--- src/hw/rtl/owm_pkg.sv ---
// ----------------------------------------------------------------------------
// owm_pkg
// Shared types, codes and timing helpers of the one-wire bus master.
// ----------------------------------------------------------------------------
package owm_pkg;

    // Command codes carried in the mode field
    localparam logic [1:0] MODE_TICK  = 2'd0;
    localparam logic [1:0] MODE_RESET = 2'd1;
    localparam logic [1:0] MODE_WRITE = 2'd2;
    localparam logic [1:0] MODE_READ  = 2'd3;

    // Register indexes (byte address / 4)
    localparam logic [2:0] REG_RESET_LOW      = 3'd0;
    localparam logic [2:0] REG_PRESENCE_WAIT  = 3'd1;
    localparam logic [2:0] REG_RESET_TAIL     = 3'd2;
    localparam logic [2:0] REG_SLOT_LOW       = 3'd3;
    localparam logic [2:0] REG_WRITE_HOLD     = 3'd4;
    localparam logic [2:0] REG_WRITE_RECOVERY = 3'd5;
    localparam logic [2:0] REG_READ_SAMPLE    = 3'd6;
    localparam logic [2:0] REG_READ_TAIL      = 3'd7;

    localparam int unsigned ADDR_W = 5;
    localparam int unsigned DATA_W = 32;
    localparam int unsigned TIME_W = 10;

    // Register reset values
    localparam logic [9:0] RST_RESET_LOW      = 10'd480;
    localparam logic [9:0] RST_PRESENCE_WAIT  = 10'd100;
    localparam logic [9:0] RST_RESET_TAIL     = 10'd380;
    localparam logic [5:0] RST_SLOT_LOW       = 6'd2;
    localparam logic [6:0] RST_WRITE_HOLD     = 7'd58;
    localparam logic [5:0] RST_WRITE_RECOVERY = 6'd1;
    localparam logic [5:0] RST_READ_SAMPLE    = 6'd10;
    localparam logic [6:0] RST_READ_TAIL      = 7'd49;

    typedef enum logic [3:0] {
        OP_IDLE  = 4'b0001,
        OP_RESET = 4'b0010,
        OP_WRITE = 4'b0100,
        OP_READ  = 4'b1000
    } t_op;

    // Low pulse, middle part (reset release / write hold / read sample), tail
    typedef enum logic [2:0] {
        PH_LOW  = 3'b001,
        PH_MID  = 3'b010,
        PH_TAIL = 3'b100
    } t_phase;

    typedef struct packed {
        logic [9:0] reset_low_us;
        logic [9:0] presence_wait_us;
        logic [9:0] reset_tail_us;
        logic [5:0] slot_low_us;
        logic [6:0] write_hold_us;
        logic [5:0] write_recovery_us;
        logic [5:0] read_sample_us;
        logic [6:0] read_tail_us;
    } t_cfg;

    function automatic logic [TIME_W-1:0] at_least_one(input logic [TIME_W-1:0] v);
        return (v == '0) ? TIME_W'(1) : v;
    endfunction

    function automatic t_op mode_to_op(input logic [1:0] mode);
        t_op op;
        case (mode)
            MODE_RESET: op = OP_RESET;
            MODE_WRITE: op = OP_WRITE;
            MODE_READ:  op = OP_READ;
            default:    op = OP_IDLE;
        endcase
        return op;
    endfunction

    // Tick count of one phase of the given operation
    function automatic logic [TIME_W-1:0] phase_len(input t_op op, input t_phase ph,
                                                    input t_cfg c);
        logic [TIME_W-1:0] len;
        len = '0;
        case (op)
            OP_RESET: begin
                case (ph)
                    PH_LOW:  len = at_least_one(c.reset_low_us);
                    PH_MID:  len = at_least_one(c.presence_wait_us);
                    default: len = c.reset_tail_us;
                endcase
            end
            OP_WRITE: begin
                case (ph)
                    PH_LOW:  len = at_least_one(TIME_W'(c.slot_low_us));
                    PH_MID:  len = at_least_one(TIME_W'(c.write_hold_us));
                    default: len = TIME_W'(c.write_recovery_us);
                endcase
            end
            default: begin
                case (ph)
                    PH_LOW:  len = at_least_one(TIME_W'(c.slot_low_us));
                    PH_MID:  len = at_least_one(TIME_W'(c.read_sample_us));
                    default: len = TIME_W'(c.read_tail_us);
                endcase
            end
        endcase
        return len;
    endfunction

endpackage

--- src/hw/rtl/owm_regs.sv ---
// ----------------------------------------------------------------------------
// owm_regs
// APB timing register file of the one-wire bus master.
// ----------------------------------------------------------------------------
module owm_regs import owm_pkg::*; (
    input  logic              i_clk,
    input  logic              i_rst_n,
    input  logic              psel,
    input  logic              penable,
    input  logic              pwrite,
    input  logic [ADDR_W-1:0] paddr,
    input  logic [DATA_W-1:0] pwdata,
    output logic [DATA_W-1:0] prdata,
    output logic              pready,
    output t_cfg              o_cfg
);

    t_cfg       r_cfg;
    logic       wr_en;
    logic [2:0] idx;

    assign pready = 1'b1;
    assign wr_en  = psel && penable && pwrite;
    assign idx    = paddr[4:2];
    assign o_cfg  = r_cfg;

    always_ff @(posedge i_clk) begin
        if (!i_rst_n) begin
            r_cfg.reset_low_us      <= RST_RESET_LOW;
            r_cfg.presence_wait_us  <= RST_PRESENCE_WAIT;
            r_cfg.reset_tail_us     <= RST_RESET_TAIL;
            r_cfg.slot_low_us       <= RST_SLOT_LOW;
            r_cfg.write_hold_us     <= RST_WRITE_HOLD;
            r_cfg.write_recovery_us <= RST_WRITE_RECOVERY;
            r_cfg.read_sample_us    <= RST_READ_SAMPLE;
            r_cfg.read_tail_us      <= RST_READ_TAIL;
        end else if (wr_en) begin
            case (idx)
                REG_RESET_LOW:      r_cfg.reset_low_us      <= pwdata[9:0];
                REG_PRESENCE_WAIT:  r_cfg.presence_wait_us  <= pwdata[9:0];
                REG_RESET_TAIL:     r_cfg.reset_tail_us     <= pwdata[9:0];
                REG_SLOT_LOW:       r_cfg.slot_low_us       <= pwdata[5:0];
                REG_WRITE_HOLD:     r_cfg.write_hold_us     <= pwdata[6:0];
                REG_WRITE_RECOVERY: r_cfg.write_recovery_us <= pwdata[5:0];
                REG_READ_SAMPLE:    r_cfg.read_sample_us    <= pwdata[5:0];
                REG_READ_TAIL:      r_cfg.read_tail_us      <= pwdata[6:0];
                default: ;
            endcase
        end
    end

    always_comb begin
        case (idx)
            REG_RESET_LOW:      prdata = DATA_W'(r_cfg.reset_low_us);
            REG_PRESENCE_WAIT:  prdata = DATA_W'(r_cfg.presence_wait_us);
            REG_RESET_TAIL:     prdata = DATA_W'(r_cfg.reset_tail_us);
            REG_SLOT_LOW:       prdata = DATA_W'(r_cfg.slot_low_us);
            REG_WRITE_HOLD:     prdata = DATA_W'(r_cfg.write_hold_us);
            REG_WRITE_RECOVERY: prdata = DATA_W'(r_cfg.write_recovery_us);
            REG_READ_SAMPLE:    prdata = DATA_W'(r_cfg.read_sample_us);
            REG_READ_TAIL:      prdata = DATA_W'(r_cfg.read_tail_us);
            default:            prdata = '0;
        endcase
    end

endmodule

--- src/hw/rtl/owm_core.sv ---
// ----------------------------------------------------------------------------
// owm_core
// Bus sequencer: advances operation, phase, timer, bit and shift state by one tick.
// ----------------------------------------------------------------------------
module owm_core import owm_pkg::*; (
    input  logic       i_clk,
    input  logic       i_rst_n,
    input  logic       i_step,
    input  logic [1:0] i_mode,
    input  logic [7:0] i_tx_byte,
    input  logic       i_line_in,
    input  t_cfg       i_cfg,
    output logic       o_drive_low,
    output logic       o_busy_res,
    output logic       o_done_res,
    output logic       o_no_device,
    output logic [7:0] o_rx_byte
);

    t_op               r_op,    n_op,    op_c;
    t_phase            r_phase, n_phase, ph_c;
    logic [TIME_W-1:0] r_tl,    n_tl,    tl_c, tl_dec, tail_len;
    logic [2:0]        r_bit,   n_bit,   bit_c;
    logic [7:0]        r_shift, n_shift, sh_c;
    logic              r_presence, n_presence;
    logic [7:0]        r_rx,    n_rx;
    logic              slot_end, finish;

    always_comb begin
        op_c  = r_op;
        ph_c  = r_phase;
        tl_c  = r_tl;
        bit_c = r_bit;
        sh_c  = r_shift;
        // A command is only taken while idle
        if (r_op == OP_IDLE && i_mode != MODE_TICK) begin
            op_c  = mode_to_op(i_mode);
            ph_c  = PH_LOW;
            bit_c = '0;
            sh_c  = (i_mode == MODE_WRITE) ? i_tx_byte : 8'h00;
            tl_c  = phase_len(op_c, PH_LOW, i_cfg);
        end

        n_op        = op_c;
        n_phase     = ph_c;
        n_tl        = tl_c;
        n_bit       = bit_c;
        n_shift     = sh_c;
        n_presence  = r_presence;
        n_rx        = r_rx;
        o_drive_low = 1'b0;
        o_busy_res  = 1'b0;
        o_done_res  = 1'b0;
        slot_end    = 1'b0;
        finish      = 1'b0;
        tl_dec      = tl_c - TIME_W'(1);
        tail_len    = phase_len(op_c, PH_TAIL, i_cfg);

        if (op_c != OP_IDLE) begin
            o_busy_res  = 1'b1;
            o_drive_low = (ph_c == PH_LOW) ||
                          (op_c == OP_WRITE && ph_c == PH_MID && !sh_c[0]);
            n_tl = tl_dec;
            if (tl_dec == '0) begin
                if (ph_c == PH_MID && op_c == OP_RESET) begin
                    n_presence = i_line_in;
                end
                if (ph_c == PH_MID && op_c == OP_READ) begin
                    n_shift = {i_line_in, sh_c[7:1]};
                end
                case (ph_c)
                    PH_LOW: begin
                        n_phase = PH_MID;
                        n_tl    = phase_len(op_c, PH_MID, i_cfg);
                    end
                    PH_MID: begin
                        n_phase  = PH_TAIL;
                        n_tl     = tail_len;
                        slot_end = (tail_len == '0);
                    end
                    default: slot_end = 1'b1;
                endcase
                if (slot_end) begin
                    if (op_c == OP_RESET) begin
                        finish = 1'b1;
                    end else begin
                        if (op_c == OP_WRITE) begin
                            n_shift = {1'b0, n_shift[7:1]};
                        end
                        if (bit_c == 3'd7) begin
                            finish = 1'b1;
                        end else begin
                            n_bit   = bit_c + 3'd1;
                            n_phase = PH_LOW;
                            n_tl    = phase_len(op_c, PH_LOW, i_cfg);
                        end
                    end
                end
                if (finish) begin
                    if (op_c == OP_READ) begin
                        n_rx = n_shift;
                    end
                    n_op       = OP_IDLE;
                    n_phase    = PH_LOW;
                    n_tl       = '0;
                    n_bit      = '0;
                    o_done_res = 1'b1;
                end
            end
        end
    end

    assign o_no_device = n_presence;
    assign o_rx_byte   = n_rx;

    always_ff @(posedge i_clk) begin
        if (!i_rst_n) begin
            r_op       <= OP_IDLE;
            r_phase    <= PH_LOW;
            r_tl       <= '0;
            r_bit      <= '0;
            r_shift    <= '0;
            r_presence <= 1'b0;
            r_rx       <= '0;
        end else if (i_step) begin
            r_op       <= n_op;
            r_phase    <= n_phase;
            r_tl       <= n_tl;
            r_bit      <= n_bit;
            r_shift    <= n_shift;
            r_presence <= n_presence;
            r_rx       <= n_rx;
        end
    end

endmodule

--- src/hw/rtl/one_wire_bus_master.sv ---
// ----------------------------------------------------------------------------
// one_wire_bus_master
// One-wire bus master: reset/presence, write byte and read byte, one tick a beat.
// ----------------------------------------------------------------------------
// Output: an accepted tick beat gives its result beat in the next cycle.
// Throughput: one tick beat per cycle while o_stall is low; the sequencer state advances
//   once per accepted beat, so the one-tick state update sets the rate.
// Reset: synchronous, active low; operation goes idle, timers, counters, the
//   presence flag and the last read byte clear, timing registers reload defaults.
// ----------------------------------------------------------------------------
module one_wire_bus_master import owm_pkg::*; (
    input  logic              i_clk,
    input  logic              i_rst_n,
    // tick channel
    input  logic              i_valid,
    output logic              o_stall,
    input  logic [1:0]        i_mode,
    input  logic [7:0]        i_tx_byte,
    input  logic              i_line_in,
    // result channel
    output logic              o_valid,
    input  logic              i_stall,
    output logic              o_drive_low,
    output logic              o_busy_res,
    output logic              o_done_res,
    output logic              o_no_device,
    output logic [7:0]        o_rx_byte,
    // timing registers
    input  logic              psel,
    input  logic              penable,
    input  logic              pwrite,
    input  logic [ADDR_W-1:0] paddr,
    input  logic [DATA_W-1:0] pwdata,
    output logic [DATA_W-1:0] prdata,
    output logic              pready
);

    t_cfg       cfg;
    logic       in_take;
    logic       c_drive, c_busy, c_done, c_no_dev;
    logic [7:0] c_rx;

    logic       r_valid;
    logic       r_drive, r_busy, r_done, r_no_dev;
    logic [7:0] r_rx;

    owm_regs u_regs (
        .i_clk   (i_clk),
        .i_rst_n (i_rst_n),
        .psel    (psel),
        .penable (penable),
        .pwrite  (pwrite),
        .paddr   (paddr),
        .pwdata  (pwdata),
        .prdata  (prdata),
        .pready  (pready),
        .o_cfg   (cfg)
    );

    // Hold the input only while the result register is full and stalled;
    // a result leaving this cycle frees the slot for the next beat.
    assign o_stall = r_valid && i_stall;
    assign in_take = i_valid && !o_stall;

    // Sequencer state advances once per accepted tick
    owm_core u_core (
        .i_clk       (i_clk),
        .i_rst_n     (i_rst_n),
        .i_step      (in_take),
        .i_mode      (i_mode),
        .i_tx_byte   (i_tx_byte),
        .i_line_in   (i_line_in),
        .i_cfg       (cfg),
        .o_drive_low (c_drive),
        .o_busy_res  (c_busy),
        .o_done_res  (c_done),
        .o_no_device (c_no_dev),
        .o_rx_byte   (c_rx)
    );

    // Result register: load on every accepted tick, drop valid once taken
    always_ff @(posedge i_clk) begin
        if (!i_rst_n) begin
            r_valid <= 1'b0;
        end else if (in_take) begin
            r_valid <= 1'b1;
        end else if (!i_stall) begin
            r_valid <= 1'b0;
        end
    end

    always_ff @(posedge i_clk) begin
        if (in_take) begin
            r_drive  <= c_drive;
            r_busy   <= c_busy;
            r_done   <= c_done;
            r_no_dev <= c_no_dev;
            r_rx     <= c_rx;
        end
    end

    assign o_valid     = r_valid;
    assign o_drive_low = r_drive;
    assign o_busy_res  = r_busy;
    assign o_done_res  = r_done;
    assign o_no_device = r_no_dev;
    assign o_rx_byte   = r_rx;

    // Every accepted tick produces a result beat on the next cycle
    a_take_gives_beat: assert property (@(posedge i_clk) disable iff (!i_rst_n)
        in_take |=> o_valid)
        else $error("accepted tick did not produce a result beat");

    // The bus is only pulled low during an operation
    a_drive_in_op: assert property (@(posedge i_clk) disable iff (!i_rst_n)
        (o_valid && o_drive_low) |-> o_busy_res)
        else $error("bus driven low while idle");

    // Completion is flagged only on a busy tick
    a_done_in_op: assert property (@(posedge i_clk) disable iff (!i_rst_n)
        (o_valid && o_done_res) |-> o_busy_res)
        else $error("done flagged outside an operation");

endmodule
--- config.mk ---
export PLATFORM = sky130hd
export DESIGN_NAME = one_wire_bus_master
export DESIGN_NICKNAME = d
export VERILOG_FILES = /design/src/hw/rtl/owm_pkg.sv /design/src/hw/rtl/owm_regs.sv /design/src/hw/rtl/owm_core.sv /design/src/hw/rtl/one_wire_bus_master.sv
export SDC_FILE = /design/constraint.sdc
export NUM_CORES = 1
export LEC_CHECK = 0
export BUFFER_PORTS_ARGS = -buffer_cell sky130_fd_sc_hd__buf_2
export CORE_ASPECT_RATIO = 0.6
export CORE_UTILIZATION = 40
export CTS_CLUSTER_DIAMETER = 120
export CTS_CLUSTER_SIZE = 14
export DETAILED_ROUTE_END_ITERATION = 8
export GPL_TIMING_DRIVEN = 0
export MAX_ROUTING_LAYER = met4
export PLACE_DENSITY_LB_ADDON = 0.05
export SLEW_MARGIN = 40
export SYNTH_ARGS = -nofsm -noshare
export SYNTH_HDL_FRONTEND = slang
export SYNTH_SLANG_ARGS = --single-unit
--- constraint.sdc ---
create_clock -name i_clk -period 9.6 [get_ports i_clk]
set_input_delay 0.96 -clock i_clk [delete_from_list [all_inputs] [get_ports i_clk]]
set_output_delay 0.96 -clock i_clk [all_outputs]
set_load 0.01 [all_outputs]
==> results.py <==
metrics = {
    "critical_path": {
        "r2r_slack_ns": 3.41,
        "path_class": "input pin to flip-flop",
        "crit_path_cell_trace": "buf_2 > buf_2 > or2_2 > clkbuf_1 > nand2_1 > buf_2 > clkbuf_1 > clkbuf_1 > a21oi_1 > a21oi_1 > ha_1 > nor3b_1 > xnor2_1 > nand2_1 > a311oi_1 > nand4b_1 > or4_4 > buf_6 > clkbuf_1 > o21ai_0 > a21oi_1",
        "r2r-end": "u_core.r_rx[3]",
        "cpMostUsedCell": "clkbuf_1",
        "worstSetupStartpoint": "i_mode[1]",
        "required_ns": 9.80,
        "slowest_delay_ns": 0.62,
        "arrival_ns": 6.89,
        "crit_fanout": 10,
        "startpoint_type": "input pin",
        "rr_worst_depth": 18,
        "r2r_start": "u_core.r_op[0]",
        "critPathCaptureType": "flip-flop",
        "critPathSlowestCell": "or4_4",
    },
    "floorplan": {
        "core_um2": 16530,
        "die_w_um": 171.6,
        "floorplan.initialDensity": 0.4177,
        "die_area_um2": 17810,
        "rows": 36,
        "die_height_um": 103.8,
        "io-pin-count": 102,
    },
    "sta": {
        "slew_headroom": 0.3751,
        "min_period_ns": 6.687,
        "rsz0062_at_grt": "no",
        "fmax_ghz": 0.1495,
        "setup_viol": 0,
        "fin_ws_ns": 2.913,
        "finClkSkew_ns": 0.01177,
        "finalSetupTns_ns": 0,
        "finalCritPeriodShare": 0.6966,
        "finalHoldViolations": 0,
        "drv_slew": 0,
        "tightestPinTransition_ns": 0.9374,
    },
    "placement": {
        "dp_hpwl_um": 20960,
        "place_area_um2": 7535,
        "dp_cells": 1154,
        "pre_cts_ws_ns": 2.822,
        "routabilityCongestion": 1.002,
        "port_buffers": 48,
    },
    "yosys": {
        "ys_types": 81,
        "synth_edf_count": 12,
        "ys.flop_type": "dfxtp_1",
        "synth-async-reset-ratio": 0,
        "synth_compound_area_frac": 0.2390,
        "ys_seq_elements": 112,
        "ys_warn_count": 0,
        "yosysTopAreaCellShare": 0.2900,
        "synth_xor_area_frac": 0.007611,
        "synthTopCellsByArea": "dfxtp_1 29%, mux2i_1 8.7%, nand2_1 5.8%, edfxtp_1 5.2%, nor2_1 4.8%",
        "yosysSeqAreaShare": 0.3422,
        "synth_fa_ha_area_frac": 0.005437,
        "synth-simple-area-share": 0.2202,
        "syn_area_um2": 6904,
        "synthTopCellsByCount": "106 x nand2_1, 100 x dfxtp_1, 88 x nor2_1",
        "synth_top_family_by_area": "compound AO/OA/AOI/OAI gates",
        "avgSynthCellArea_um2": 8.056,
        "synth_mux_area_frac": 0.1115,
        "syn_inst": 857,
        "yosys.cell_count.top_type": "nand2_1",
        "yosysTopAreaCell": "dfxtp_1",
    },
    "clock_network": {
        "clkSinkCount": 112,
        "cts_root_buffer": "clkbuf_16",
        "cts.clk_slew.worst_paths_ns": 0.08,
        "cts_buffers": 9,
        "clkLatencyLatePin_ns": 0.37,
        "cts_tree": "done",
        "post-cts-setup-buffers": 0,
        "htreeDepth": 3,
        "holdBufCountCts": 0,
        "cts_resized": 0,
        "cts_buffer_depth": 2,
    },
    "detailed_routing": {
        "viasPerCell": 6.156,
        "final_antenna_net_count": 0,
        "route.vias.total": 7203,
        "drc": 0,
        "routedWlPerCell_um": 23.31,
        "drtPass1Iterations": 5,
        "drt_iter0_markers": 827,
        "drt-total-wl_um": 27270,
    },
    "global_route": {
        "grt-ovfl-total": 0,
        "met3_usage": 0.09133,
        "grt_pass1_vias": 6452,
        "grt-busiest-layer": "met1",
        "gr-usage-met1": 0.5053,
        "use_met2": 0.3878,
        "antenna_found_initial": 0,
        "grt_max_degree": 22,
        "grt_pass1_wl_um": 41170,
        "grtUsageTotal": 0.3203,
    },
    "cells_and_area": {
        "fin_cells": 1170,
        "antenna_cells": 0,
        "n_fill_cell": 1695,
        "layout-drive-gt1-share": 0.1454,
        "syn2layout_area_growth_pct": 13.57,
        "finalNetCount": 995,
        "fin_area_um2": 7841,
    },
    "pwr": {
        "total_power_mw": 1.157,
        "irDropWorstVdd_v": 0.00008490,
        "power.density_nw_per_um2": 147.5,
        "power_leakage_nw": 2.941,
    },
    "flow_run": {
        "maxCapViolCount": 0,
    },
    "worst_hold_path": {
        "whs_endpoint": "u_core.r_rx[4]",
        "hold_class": "flip-flop to flip-flop",
        "min_path_cells": 2,
        "hp-start": "u_core.r_rx[4]",
    },
    "outcome": {
        "status": "finished clean",
    },
}
==> report_power, final <==
group	switching [mW]	total (mW)	internal, mW
clock network	0.205	0.390	0.185
registers	0.0150	0.501	0.486
logic	0.176	0.266	0.0902
==> worst max path at each step <==
| stage | depth (start not counted) | end | slack [ns] |
|---|---|---|---|
| floorplan | 20 | o_rx_byte[0] | 4.56 |
| global placement | 19 | u_core.r_rx[5] | 2.93 |
| detailed placement | 21 | u_core.r_rx[3] | 2.82 |
| CTS | 21 | u_core.r_rx[3] | 3.18 |
| global route | 21 | o_rx_byte[6] | 2.64 |
| finish | 21 | u_core.r_rx[3] | 2.91 |
==> worst max-delay path, delay by kind of cell <==
family	cells	cell delay [ns]
simple gates	6	2.03
buf+inv	8	2.14
compound gates	5	1.16
xor+xnor	1	0.16
fa+ha+maj	1	0.42
==> state kept, by name, indices dropped and copies added, names as in the netlist, 3 cells and up <==
name            cells
u_core.r_tl        10
u_core.r_shift      8
u_core.r_rx         8
u_core.r_op         4
o_rx_byte           8
u_core.r_phase      3
u_core.r_bit        3
u_regs.o_cfg       62
==> metrics by stage <==
stage                     utilization  hold WS (ns)
final                          0.4743        0.4844
after global routing           0.4743        0.5172
after CTS                      0.4736        0.4851
after detailed placement       0.4558        0.4735
after global placement         0.4542        0.4557
after floorplan                     -        0.4459
==> cells by family (layout without fill, tap and decap cells) <==
group,count (synthesis),after routing
compound gates,247,247
xor+xnor,6,6
fa+ha+maj,3,3
buf+inv,101,165
flops,112,112
mux,73,73
other cells,2,23
simple gates,313,313
==> layer usage <==
metal	share of wire	wire, um
met5	0	0
met3	0.12	3378
met2	0.37	10130
met4	0.014	387
met1	0.49	13380
==> layout by cell type (no fill, tap or decap), types with 20 or more instances in the layout <==
master and count:
a21oi_1 59, nand3_1 20, dfxtp_1 100, o21ai_0 53
buf_4 23, buf_2 54, conb_1 23, mux2i_1 60
nor2_1 87, clkbuf_1 47, nand2_1 106
==> area by class of cell <==
type	instances	area, um^2	share of cell area
clock inverters	7	68.82	0.008776
clock buffers	9	225.2	0.02872
multi-input cells	665	4154	0.5298
plain buffers	85	445.4	0.05681
well taps	228	285.3	0.03638
inverters	16	60.06	0.007659
flip-flops and latches	112	2362	0.3013
repair buffers	48	240.2	0.03064
Power figures use the tool's default switching activity.
